[src/hw/rtl/saq_pkg.sv]
// Types, codes and constants shared by the sorted alarm queue modules.
package saq_pkg;

  localparam int unsigned CAPACITY_DEF = 16;
  localparam int unsigned MAX_RESULTS  = 16;
  localparam int unsigned CNT_W        = $clog2(MAX_RESULTS);

  // request modes
  localparam logic [1:0] MODE_SET    = 2'd0;
  localparam logic [1:0] MODE_CANCEL = 2'd1;
  localparam logic [1:0] MODE_POLL   = 2'd2;
  localparam logic [1:0] MODE_IGNORE = 2'd3;

  // result status codes
  localparam logic [2:0] STS_FIRED      = 3'd0;
  localparam logic [2:0] STS_SET_OK     = 3'd1;
  localparam logic [2:0] STS_FULL       = 3'd2;
  localparam logic [2:0] STS_NOT_FOUND  = 3'd3;
  localparam logic [2:0] STS_CANCEL_OK  = 3'd4;
  localparam logic [2:0] STS_NONE_DUE   = 3'd5;

  typedef struct packed {
    logic [1:0]  mode;
    logic [7:0]  alarm_id;
    logic [63:0] deadline_us;
    logic [63:0] now_us;
  } req_t;

  typedef struct packed {
    logic [2:0]  status;
    logic [7:0]  alarm_id_res;
    logic [63:0] deadline_us_res;
    logic        last;
  } res_t;

  typedef struct packed {
    logic        valid;
    logic [7:0]  id;
    logic [63:0] deadline;
  } entry_t;

  typedef enum logic [1:0] {
    CMD_HOLD,
    CMD_INSERT,
    CMD_REMOVE
  } cell_cmd_e;

  // broadcast to every cell
  typedef struct packed {
    cell_cmd_e   cmd;
    logic [7:0]  id;
    logic [63:0] key;
  } cell_ctrl_t;

  typedef enum logic [2:0] {
    S_IDLE,
    S_SET,
    S_CAN_MATCH,
    S_CAN_APPLY,
    S_POLL
  } state_e;

endpackage

[src/hw/rtl/sorted_alarm_queue_top.sv]
// Top level of the sorted alarm queue: request control and the cell chain.
//
//   channel   ports                     handshake
//   request   req_i (req_t)             start_i high and busy_o low at the edge
//   result    res_o (res_t)             res_strobe_o high for one cycle
//
// Steps: set captures the request, then does one parallel compare/shift step
// in all cells; cancel captures, scans for a match, then does the remove step;
// poll captures, then emits the head cell and shifts the chain left once per
// cycle for each fired entry, or gives a single result when nothing is due.
// Each result is registered and appears in the cycle after its step; a request
// with mode three produces nothing and busy_o never rises.
// Reset clears all valid bits, the state machine and the result strobe.
// The receiver cannot stall; results are never held back.
module sorted_alarm_queue_top
  import saq_pkg::*;
#(
  parameter int unsigned CAPACITY = CAPACITY_DEF
) (
  input  logic clk_i,
  input  logic rst_ni,
  input  logic start_i,
  input  req_t req_i,
  output logic busy_o,
  output logic res_strobe_o,
  output res_t res_o
);

  state_e state_q, state_d;
  req_t   req_q;
  logic [CNT_W-1:0]    cnt_q, cnt_d;
  logic [CAPACITY-1:0] match_q, match_d;
  logic                res_strobe_q, res_strobe_d;
  res_t                res_q, res_d;

  cell_ctrl_t          ctrl;
  logic [CAPACITY-1:0] shift_mask;
  logic [CAPACITY-1:0] lowest;
  logic [CAPACITY-1:0] le_w, match_w, valid_w;
  entry_t              entry_w [CAPACITY];

  logic accept;
  logic last_fire;

  assign busy_o       = (state_q != S_IDLE);
  assign accept       = start_i && !busy_o;
  assign res_strobe_o = res_strobe_q;
  assign res_o        = res_q;

  // First matching slot; slots from there on shift left on a cancel.
  assign lowest = match_q & (~match_q + CAPACITY'(1));

  // Poll stops after this fire if the next entry is not due or the cap is hit.
  assign last_fire = !le_w[1] || (cnt_q == CNT_W'(MAX_RESULTS - 1));

  // ---------------- cell chain ----------------
  for (genvar i = 0; i < CAPACITY; i++) begin : g_cell
    entry_t left_e, right_e;
    logic   left_le;

    if (i == 0) begin : g_head
      assign left_e  = '0;
      assign left_le = 1'b1;
    end else begin : g_mid
      assign left_e  = entry_w[i-1];
      assign left_le = le_w[i-1];
    end

    if (i == CAPACITY - 1) begin : g_tail
      assign right_e = '0;
    end else begin : g_body
      assign right_e = entry_w[i+1];
    end

    saq_cell u_cell (
      .clk_i         (clk_i),
      .rst_ni        (rst_ni),
      .ctrl_i        (ctrl),
      .left_entry_i  (left_e),
      .left_le_i     (left_le),
      .right_entry_i (right_e),
      .shift_i       (shift_mask[i]),
      .entry_o       (entry_w[i]),
      .le_o          (le_w[i]),
      .match_o       (match_w[i])
    );

    assign valid_w[i] = entry_w[i].valid;
  end

  // ---------------- control ----------------
  always_comb begin
    state_d      = state_q;
    cnt_d        = cnt_q;
    match_d      = match_q;
    res_strobe_d = 1'b0;
    res_d        = res_q;
    shift_mask   = '0;
    ctrl.cmd     = CMD_HOLD;
    ctrl.id      = req_q.alarm_id;
    ctrl.key     = (req_q.mode == MODE_POLL) ? req_q.now_us : req_q.deadline_us;

    unique case (state_q)
      S_IDLE: begin
        cnt_d = '0;
        if (accept) begin
          unique case (req_i.mode)
            MODE_SET:    state_d = S_SET;
            MODE_CANCEL: state_d = S_CAN_MATCH;
            MODE_POLL:   state_d = S_POLL;
            default:     state_d = S_IDLE;
          endcase
        end
      end

      S_SET: begin
        res_strobe_d = 1'b1;
        res_d        = '{status: STS_SET_OK, alarm_id_res: req_q.alarm_id,
                         deadline_us_res: req_q.deadline_us, last: 1'b1};
        if (valid_w[CAPACITY-1]) begin
          res_d.status = STS_FULL;
        end else begin
          ctrl.cmd = CMD_INSERT;
        end
        state_d = S_IDLE;
      end

      S_CAN_MATCH: begin
        match_d = match_w;
        state_d = S_CAN_APPLY;
      end

      S_CAN_APPLY: begin
        ctrl.cmd     = CMD_REMOVE;
        shift_mask   = ~(lowest - CAPACITY'(1));
        res_strobe_d = 1'b1;
        res_d        = '{status: (|match_q) ? STS_CANCEL_OK : STS_NOT_FOUND,
                         alarm_id_res: req_q.alarm_id,
                         deadline_us_res: req_q.deadline_us, last: 1'b1};
        state_d      = S_IDLE;
      end

      S_POLL: begin
        res_strobe_d = 1'b1;
        if (le_w[0]) begin
          ctrl.cmd   = CMD_REMOVE;
          shift_mask = '1;
          res_d      = '{status: STS_FIRED, alarm_id_res: entry_w[0].id,
                         deadline_us_res: entry_w[0].deadline, last: last_fire};
          cnt_d      = cnt_q + CNT_W'(1);
          if (last_fire) begin
            state_d = S_IDLE;
          end
        end else begin
          res_d   = '{status: STS_NONE_DUE, alarm_id_res: '0,
                      deadline_us_res: '0, last: 1'b1};
          state_d = S_IDLE;
        end
      end

      default: state_d = S_IDLE;
    endcase
  end

  always_ff @(posedge clk_i or negedge rst_ni) begin
    if (!rst_ni) begin
      state_q      <= S_IDLE;
      cnt_q        <= '0;
      res_strobe_q <= 1'b0;
    end else begin
      state_q      <= state_d;
      cnt_q        <= cnt_d;
      res_strobe_q <= res_strobe_d;
    end
  end

  always_ff @(posedge clk_i) begin
    if (accept) begin
      req_q <= req_i;
    end
    match_q <= match_d;
    res_q   <= res_d;
  end

  // ---------------- assertions ----------------
`ifndef ASSERT_OFF
  a_busy_after_start: assert property (@(posedge clk_i) disable iff (!rst_ni)
    (accept && (req_i.mode != MODE_IGNORE)) |=> busy_o)
    else $error("busy did not rise after an accepted request");

  a_packed_chain: assert property (@(posedge clk_i) disable iff (!rst_ni)
    ((valid_w + CAPACITY'(1)) & valid_w) == '0)
    else $error("valid entries are not packed at the head of the chain");

  a_single_remove: assert property (@(posedge clk_i) disable iff (!rst_ni)
    (state_q == S_CAN_APPLY) |-> $onehot0(lowest))
    else $error("cancel selects more than one slot");

  a_nonfire_last: assert property (@(posedge clk_i) disable iff (!rst_ni)
    (res_strobe_o && (res_o.status != STS_FIRED)) |-> res_o.last)
    else $error("single-result response without last");
`endif

endmodule

[src/hw/rtl/saq_cell.sv]
// One slot of the sorted alarm chain: holds an entry, compares it, shifts.
module saq_cell
  import saq_pkg::*;
(
  input  logic       clk_i,
  input  logic       rst_ni,
  input  cell_ctrl_t ctrl_i,
  input  entry_t     left_entry_i,
  input  logic       left_le_i,
  input  entry_t     right_entry_i,
  input  logic       shift_i,
  output entry_t     entry_o,
  output logic       le_o,
  output logic       match_o
);

  logic        valid_q, valid_d;
  logic [7:0]  id_q, id_d;
  logic [63:0] dl_q, dl_d;

  assign entry_o = '{valid: valid_q, id: id_q, deadline: dl_q};
  assign le_o    = valid_q && (dl_q <= ctrl_i.key);
  assign match_o = valid_q && (dl_q == ctrl_i.key) && (id_q == ctrl_i.id);

  always_comb begin
    valid_d = valid_q;
    id_d    = id_q;
    dl_d    = dl_q;
    unique case (ctrl_i.cmd)
      CMD_INSERT: begin
        if (!le_o) begin
          if (left_le_i) begin
            valid_d = 1'b1;
            id_d    = ctrl_i.id;
            dl_d    = ctrl_i.key;
          end else begin
            valid_d = left_entry_i.valid;
            id_d    = left_entry_i.id;
            dl_d    = left_entry_i.deadline;
          end
        end
      end
      CMD_REMOVE: begin
        if (shift_i) begin
          valid_d = right_entry_i.valid;
          id_d    = right_entry_i.id;
          dl_d    = right_entry_i.deadline;
        end
      end
      default: ;
    endcase
  end

  always_ff @(posedge clk_i or negedge rst_ni) begin
    if (!rst_ni) begin
      valid_q <= 1'b0;
    end else begin
      valid_q <= valid_d;
    end
  end

  always_ff @(posedge clk_i) begin
    id_q <= id_d;
    dl_q <= dl_d;
  end

endmodule

[config.mk]
export PLATFORM = sky130hd
export DESIGN_NAME = sorted_alarm_queue_top
export DESIGN_NICKNAME = d
export VERILOG_FILES = /design/src/hw/rtl/saq_pkg.sv /design/src/hw/rtl/sorted_alarm_queue_top.sv /design/src/hw/rtl/saq_cell.sv
export SDC_FILE = /design/constraint.sdc
export NUM_CORES = 2
export LEC_CHECK = 0
export ABC_AREA = 1
export CORE_ASPECT_RATIO = 0.9
export CORE_MARGIN = 10
export CORE_UTILIZATION = 53
export CTS_CLUSTER_SIZE = 14
export DETAILED_ROUTE_END_ITERATION = 8
export DONT_BUFFER_PORTS = 1
export GPL_ROUTABILITY_DRIVEN = 0
export PLACE_DENSITY = 0.69
export SYNTH_ARGS = -nofsm -noshare
export SYNTH_HDL_FRONTEND = slang
export SYNTH_SLANG_ARGS = --single-unit
[constraint.sdc]
create_clock -name clk_i -period 8.3 [get_ports clk_i]
set_input_delay 0.415 -clock clk_i [delete_from_list [all_inputs] [get_ports clk_i]]
set_output_delay 0.415 -clock clk_i [all_outputs]
set_load 0.005 [all_outputs]
# ---- Yosys cells after proc, flatten, opt, wreduce, memory -nomap -nowiden
# Cells that the tools add are included.
dict set report word_totals {
  wordCells 444
  inputBits 141
  output_inout_bits 78
  register_bits 1406
}
dict set report classes {
  eq_ne 77
  n_reduce_logical 78
  n_mux 207
  n_addsub 3
  bitwise_logic 3
  n_lt_le_gt_ge 16
}
# operator count
set op_table {}
lappend op_table {{$mux 64} 48}
lappend op_table {{$pmux 64 s2} 16}
lappend op_table {{$eq 64x64->1} 16}
lappend op_table {{$le 64x64->1} 16}
lappend op_table {{$mux 8} 47}
lappend op_table {{$pmux 8 s2} 16}
lappend op_table {{$pmux 76 s3} 1}
lappend op_table {{$eq 8x8->1} 16}
lappend op_table {{$mux 76} 1}
lappend op_table {{$ne 2x2->1 const B} 33}
lappend op_table {{$logic_and 1x1->1} 49}
lappend op_table {{$mux 1} 49}
lappend op_table {{$reduce_and 3->1} 16}
lappend op_table {{$not 16->16} 2}
lappend op_table {{$pmux 1 s2} 16}
lappend op_table {{$pmux 16 s2} 1}
lappend op_table {{$pmux 3 s3} 2}
lappend op_table {{$add 16x1->16 const B} 1}
lappend op_table {{$and 16x16->16} 1}
lappend op_table {{$mux 16} 1}
lappend op_table {{$reduce_or 16->1} 1}
lappend op_table {{$sub 16x1->16 const B} 1}
lappend op_table {{$mux 3} 4}
lappend op_table {{$pmux 4 s2} 1}
lappend op_table {{20 further kinds} 29}

# ---- Depth between registers and ports, before layout
dict set report depth {
  word_depth 9
  mapped_depth 34
  ltp_nobuf 28
}

# ---- Hierarchy
# Synthesis repeated with hierarchy kept, for this count alone.
dict set report hier_totals {
  hier_cells 12024
  hier_area_um2 97612.4
}
# mod area_each_um2 cells_per_inst instances seq_area_each_um2
set by_module_without_submodules {}
lappend by_module_without_submodules {saq_cell 5515.3 708 16 2187.1}
lappend by_module_without_submodules {sorted_alarm_queue_top 9367.7 696 1 7106.8}

# ---- Worst setup path before layout
# Ideal clock, no wire load.
dict set report synth_timing {
  kind {register to register}
  start {register state_q[1]}
  end {register req_q (netlist bit ctrl[64]), enable pin}
  arrival_time_ns 6.632
  required_time_ns 7.661
  synth_period_minus_slack_ns 7.271
  path_buffers 0
  path_stages_with_launch 6
  slack_ns 1.029
  setup_time_ns 0.639
  path_cell_list {dfrtp_1 nor2_1 inv_1 nor2_1 clkinv_1 nor2_1}
}
dict set report synth_between {
  elab_chain_len 3
}
# item line
set synth_lines {}
lappend synth_lines {{start: declaration} sorted_alarm_queue_top.sv:29} ;# state_e state_q, state_d;
lappend synth_lines {{start signal: assignment} sorted_alarm_queue_top.sv:171} ;# state_q <= state_d;
lappend synth_lines {{$reduce_bool 3->1} sorted_alarm_queue_top.sv:45} ;# assign busy_o = (state_q != S_IDLE);
lappend synth_lines {{named net busy_o} sorted_alarm_queue_top.sv:24} ;# output logic busy_o,
lappend synth_lines {{$logic_not 1->1} sorted_alarm_queue_top.sv:46} ;# assign accept = start_i && !busy_o;
lappend synth_lines {{$logic_and 1x1->1} sorted_alarm_queue_top.sv:46}
lappend synth_lines {{named net accept} sorted_alarm_queue_top.sv:42} ;# logic accept;
lappend synth_lines {{end signal: assignment} sorted_alarm_queue_top.sv:179} ;# req_q <= req_i;
lappend synth_lines {{end: declaration} sorted_alarm_queue_top.sv:30} ;# req_t req_q;
# The timed path passes the listed nets, and every way through them passes these cells.
# A chain may end at the register's enable or synchronous reset.

# ---- Final worst setup path
dict set report layout_timing {
  start {register req_q[137] in the netlist's numbering}
  end {register g_cell[8].u_cell.dl_q[15], enable pin}
}
dict set report layout_between {
  elab_chain_len 9
  word_cells_on_any_way 16
  classes_between {2 x order compare; 5 x eq/ne; 5 x mux; 4 x reduce/logical}
}
# item line
set layout_lines {}
lappend layout_lines {{$eq 2x2->1 (*)} sorted_alarm_queue_top.sv:101} ;# ctrl.key = (req_q.mode == MODE_POLL) ? req_q.now_us : req_q.deadline_us;
lappend layout_lines {{$mux 64 (*)} sorted_alarm_queue_top.sv:101}
lappend layout_lines {{$le 64x64->1} saq_cell.sv:22} ;# assign le_o = valid_q && (dl_q <= ctrl_i.key);
lappend layout_lines {{$logic_and 1x1->1} saq_cell.sv:22}
lappend layout_lines {{$mux 2} sorted_alarm_queue_top.sv:145} ;# if (le_w[0]) begin
lappend layout_lines {{$pmux 2 s3} sorted_alarm_queue_top.sv:103} ;# unique case (state_q)
lappend layout_lines {{$eq 2x1->1 / $eq 2x2->1 (equally long branches)} saq_cell.sv:29} ;# unique case (ctrl_i.cmd)
lappend layout_lines {{$ne 2x2->1 (no line) / $reduce_bool 2->1 (equally long branches)} n/a}
lappend layout_lines {{$reduce_and 3->1 (no line) (*)} n/a}
lappend layout_lines {{end signal: assignment} saq_cell.sv:64} ;# dl_q <= dl_d;
lappend layout_lines {{end: declaration} saq_cell.sv:19} ;# logic [63:0] dl_q, dl_d;
# Every way passes the cells marked *; elsewhere a longest branch is shown, timed or not.

==> results.ini <==
[floorplan]
dieArea_um2 = 195000
num_rows = 146
io_pins = 219
die_x_um = 464
fp.dieH_um = 420
core_um2 = 176000
start_util = 0.534

[logic_synthesis]
yosysSeqAreaShare = 0.447
synth_area_um2 = 94200
synth_nets = 12310
avgSynthCellArea_um2 = 8.44
synth_edf_count = 1382
async_flop_share = 0.0171
ys_seq_elements = 1406
yosysWarnings = 0
synth_ff_type = edfxtp_1
ys_types = 50
syn_inst = 11160

[detailed_routing]
vias = 83223
drt_pre_antenna_iters = 6
detail-route-antenna-nets = 0
drc = 0
wirelength_um = 297000
post_drt_via_cell_ratio = 6.16
drtIter0Drc = 9508
route.detailed.wl_per_inst_um = 22.0

[placed_design]
dp_hpwl_um = 216000
placed_cells = 13102
portBuffers = 0
place_ws_ns = 1.55

[finish]
nFillCells = 15371
instances_no_fill = 13518
drive_gt1_frac = 0.0453
layout_common_cells = 2580 x nand2_1, 1382 x edfxtp_1, 1212 x o21ai_0, 1135 x inv_1, 1008 x ha_1
num-nets-final = 12177
layout_commonest_cell = nand2_1
syn_to_final_growth_pct = 9.12

[sta]
final.setup_skew_ns = 0.0292
setup_viol = 0
fin_ws_ns = 1.26
fmaxAchievable_mhz = 142
fin_crit_sh = 0.848
period_needed_ns = 7.04
rsz0062_at_grt = no
finalHoldViolCount = 0
tightest_slew_ns = 1.41
maxSlewHeadroom = 0.0465
finalMaxSlewViolations = 0
setup_tns_ns = 0

[grt]
track_usage = 0.294
grt_pass1_wl_um = 460000
antenna_found_initial = 7
grt_pass1_vias = 83499
gr-total-overflow = 0
grt_start_max_net_pins = 220

[critical_path]
slowest_stage = buf_4
worst_path_largest_cell_delay_ns = 0.73
cp_top_family = simple AND/OR/NAND/NOR gates
arrival_ns = 7.46
regToRegSetupSlack_ns = 1.26
cp-start-kind = flip-flop
path_class = flip-flop to flip-flop
cpMostUsedCell = nand2_1
cp.required_ns = 8.72
worstSetupEndpointType = flip-flop
path_buf_inv = 4
cp_max_fo = 90
crit_chain = nand2_8 -> o21a_1 -> clkinv_1 -> ha_1 -> nand2_1 -> nor2_1 -> nand2_1 -> nand2_1 -> nand2_1 -> nand2_1 -> nand2_1 -> nand2_1 -> nand2_1 -> nand2_1 -> nand2_1 -> nand3_4 -> nand2_1 -> ha_4 -> inv_8 -> a21oi_1 -> nand2_1 -> nand3_1 -> clkinv_2 -> buf_4

[cts]
clockBufferDepth = 3
cts-root-buf = clkbuf_16
cts_buffers = 150
clkSinkCount = 1406
postCtsSetupBuffers = 0
cts_tree = yes
cts_htree_levels = 4
path_clk_slew_ns = 0.06
insertion_delay_ns = 0.82

[hold_path]
hold_class = input pin to async pin

[pwr]
ir_worst_vdd_mv = 0.312
power_density_nw_per_um2 = 452
p_leak_nw = 44.9

[outcome]
status = finished clean

[flow_run]
max-cap-violations = 0

-- timing repair --
item,CTS,global route
gates resized for setup,0,0
endpoints found under the hold margin,176,0
endpoints found under the setup margin,0,0
hold buffers,141,0
-- path summary, 6_finish.rpt --
check / startpoint / endpoint / cells after the start
setup / recovery: req_q[137]$_DFFE_PP_ / g_cell[8].u_cell.dl_q[15]$_DFFE_PP_ / 24
hold / removal: rst_ni / g_cell[8].u_cell.valid_q$_DFFE_PN0P_ / 2
setup reg to reg: req_q[137]$_DFFE_PP_ / g_cell[8].u_cell.dl_q[15]$_DFFE_PP_ / 24
hold reg to reg: cnt_q[1]$_DFFE_PN0P_ / cnt_q[1]$_DFFE_PN0P_ / 2
max in group asynchronous: rst_ni / g_cell[13].u_cell.valid_q$_DFFE_PN0P_ / 2
min in group clk_i: req_i[121] / req_q[121]$_DFFE_PP_ / 1
-- cells by family (layout without fill, tap and decap cells) --
group / Yosys count / after routing / synth area share
compound gates: 2556 / 2556 / 0.147
xor+xnor: 43 / 43 / 0.00400
fa+ha+maj: 1009 / 1009 / 0.134
buf+inv: 1768 / 1753 / 0.0740
flops: 1406 / 1406 / 0.447
other cells: 0 / 5 / 0
simple gates: 4378 / 4378 / 0.194
-- routing by layer --
layer	track usage	wire length, um
met5	0	8
met4	0.152	16300
met3	0.0363	21100
met2	0.508	145000
met1	0.361	115000
-- final cells by class --
| class | instances | area [um2] | share of cell area |
|---|---|---|---|
| repair buffers | 314 | 2960 | 0.0288 |
| clock inverters | 76 | 764 | 0.00744 |
| multi-input cells | 7986 | 45500 | 0.443 |
| flip-flops and latches | 1406 | 42100 | 0.410 |
| inverters | 1169 | 4420 | 0.0430 |
| diodes | 5 | 12.5 | 0.000122 |
| clock buffers | 194 | 4080 | 0.0397 |
| well taps | 2368 | 2960 | 0.0288 |
-- sequential cells by signal, indices dropped and copies added, names as in the netlist --
signal	count
cnt_q	4
match_q	16
state_q	3
g_cell.u_cell.dl_q	1024
ctrl	8
res_strobe_o	1
req_q	130
res_o	76
g_cell.u_cell.id_q	128
g_cell.u_cell.valid_q	16
-- cell usage after synthesis (2+ instances only) --
cell       instances  area (um2)
nor4b_1           11        96.3
nand3_1          868        4340
ha_1            1009       12600
a21oi_1          576        2880
nand4_1          120         751
nand2_1         2590        9720
a41oi_1            2        17.5
a21o_1             9        67.6
buf_6              7        78.8
nand2_2           14        87.6
nand3b_1           8        60.1
o22ai_1          274        1710
and3_1            14        87.6
xnor2_1           18         158
a2111oi_0         14         123
o2111ai_1          7        61.3
a31oi_1            4        25.0
or4_1              3        22.5
buf_2            131         656
clkinv_1          11        41.3
dfrtp_1           24         601
o21bai_1          26         195
nor3b_1            7        52.6
buf_4             30         225
or2_2              3        18.8
o21ai_1          197         986
buf_1             58         218
a221oi_1           8        70.1
a211oi_1          24         180
xor2_1            25         219
o221ai_1           3        26.3
clkbuf_1         373        1400
nor4_1            53         332
o211ai_1         143        1070
nor2_1           635        2380
inv_2              7        26.3
o21ai_0         1227        6140
nor3_1            47         235
a21boi_0           5        37.5
inv_1           1151        4320
o21a_1            34         255
edfxtp_1        1382       41500
-- power breakdown --
part	internal, mW	switching (mW)	total, mW
registers	13.6	2.23	15.9
clock network	3.90	3.02	6.92
logic	7.45	16.3	23.7
total	25.0	21.5	46.5
-- worst reg2reg max path: stages, from the launching register on --
cell	delay [ns]
edfxtp_1	0.52
nand2_8	0.58
o21a_1	0.58
clkinv_1	0.20
ha_1	0.34
nand2_1	0.05
nor2_1	0.60
nand2_1	0.11
nand2_1	0.12
nand2_1	0.10
nand2_1	0.15
nand2_1	0.06
nand2_1	0.37
nand2_1	0.17
nand2_1	0.10
nand2_1	0.18
nand3_4	0.14
nand2_1	0.11
ha_4	0.31
inv_8	0.49
a21oi_1	0.10
nand2_1	0.12
nand3_1	0.11
clkinv_2	0.20
buf_4	0.73
-- per-stage QoR --
step / cell area, um2 / hold WS [ns] / power, mW / util
floorplan: 94200 / 0.119 / 31.5 / -
global placement: 96500 / 0.124 / 37.9 / 0.547
detailed placement: 96500 / 0.124 / 39.0 / 0.547
CTS: 103000 / 0.142 / 46.1 / 0.583
global route: 103000 / 0.151 / 50.0 / 0.583
finish: 103000 / 0.170 / 46.5 / 0.583
Power figures use the tool's default switching activity.
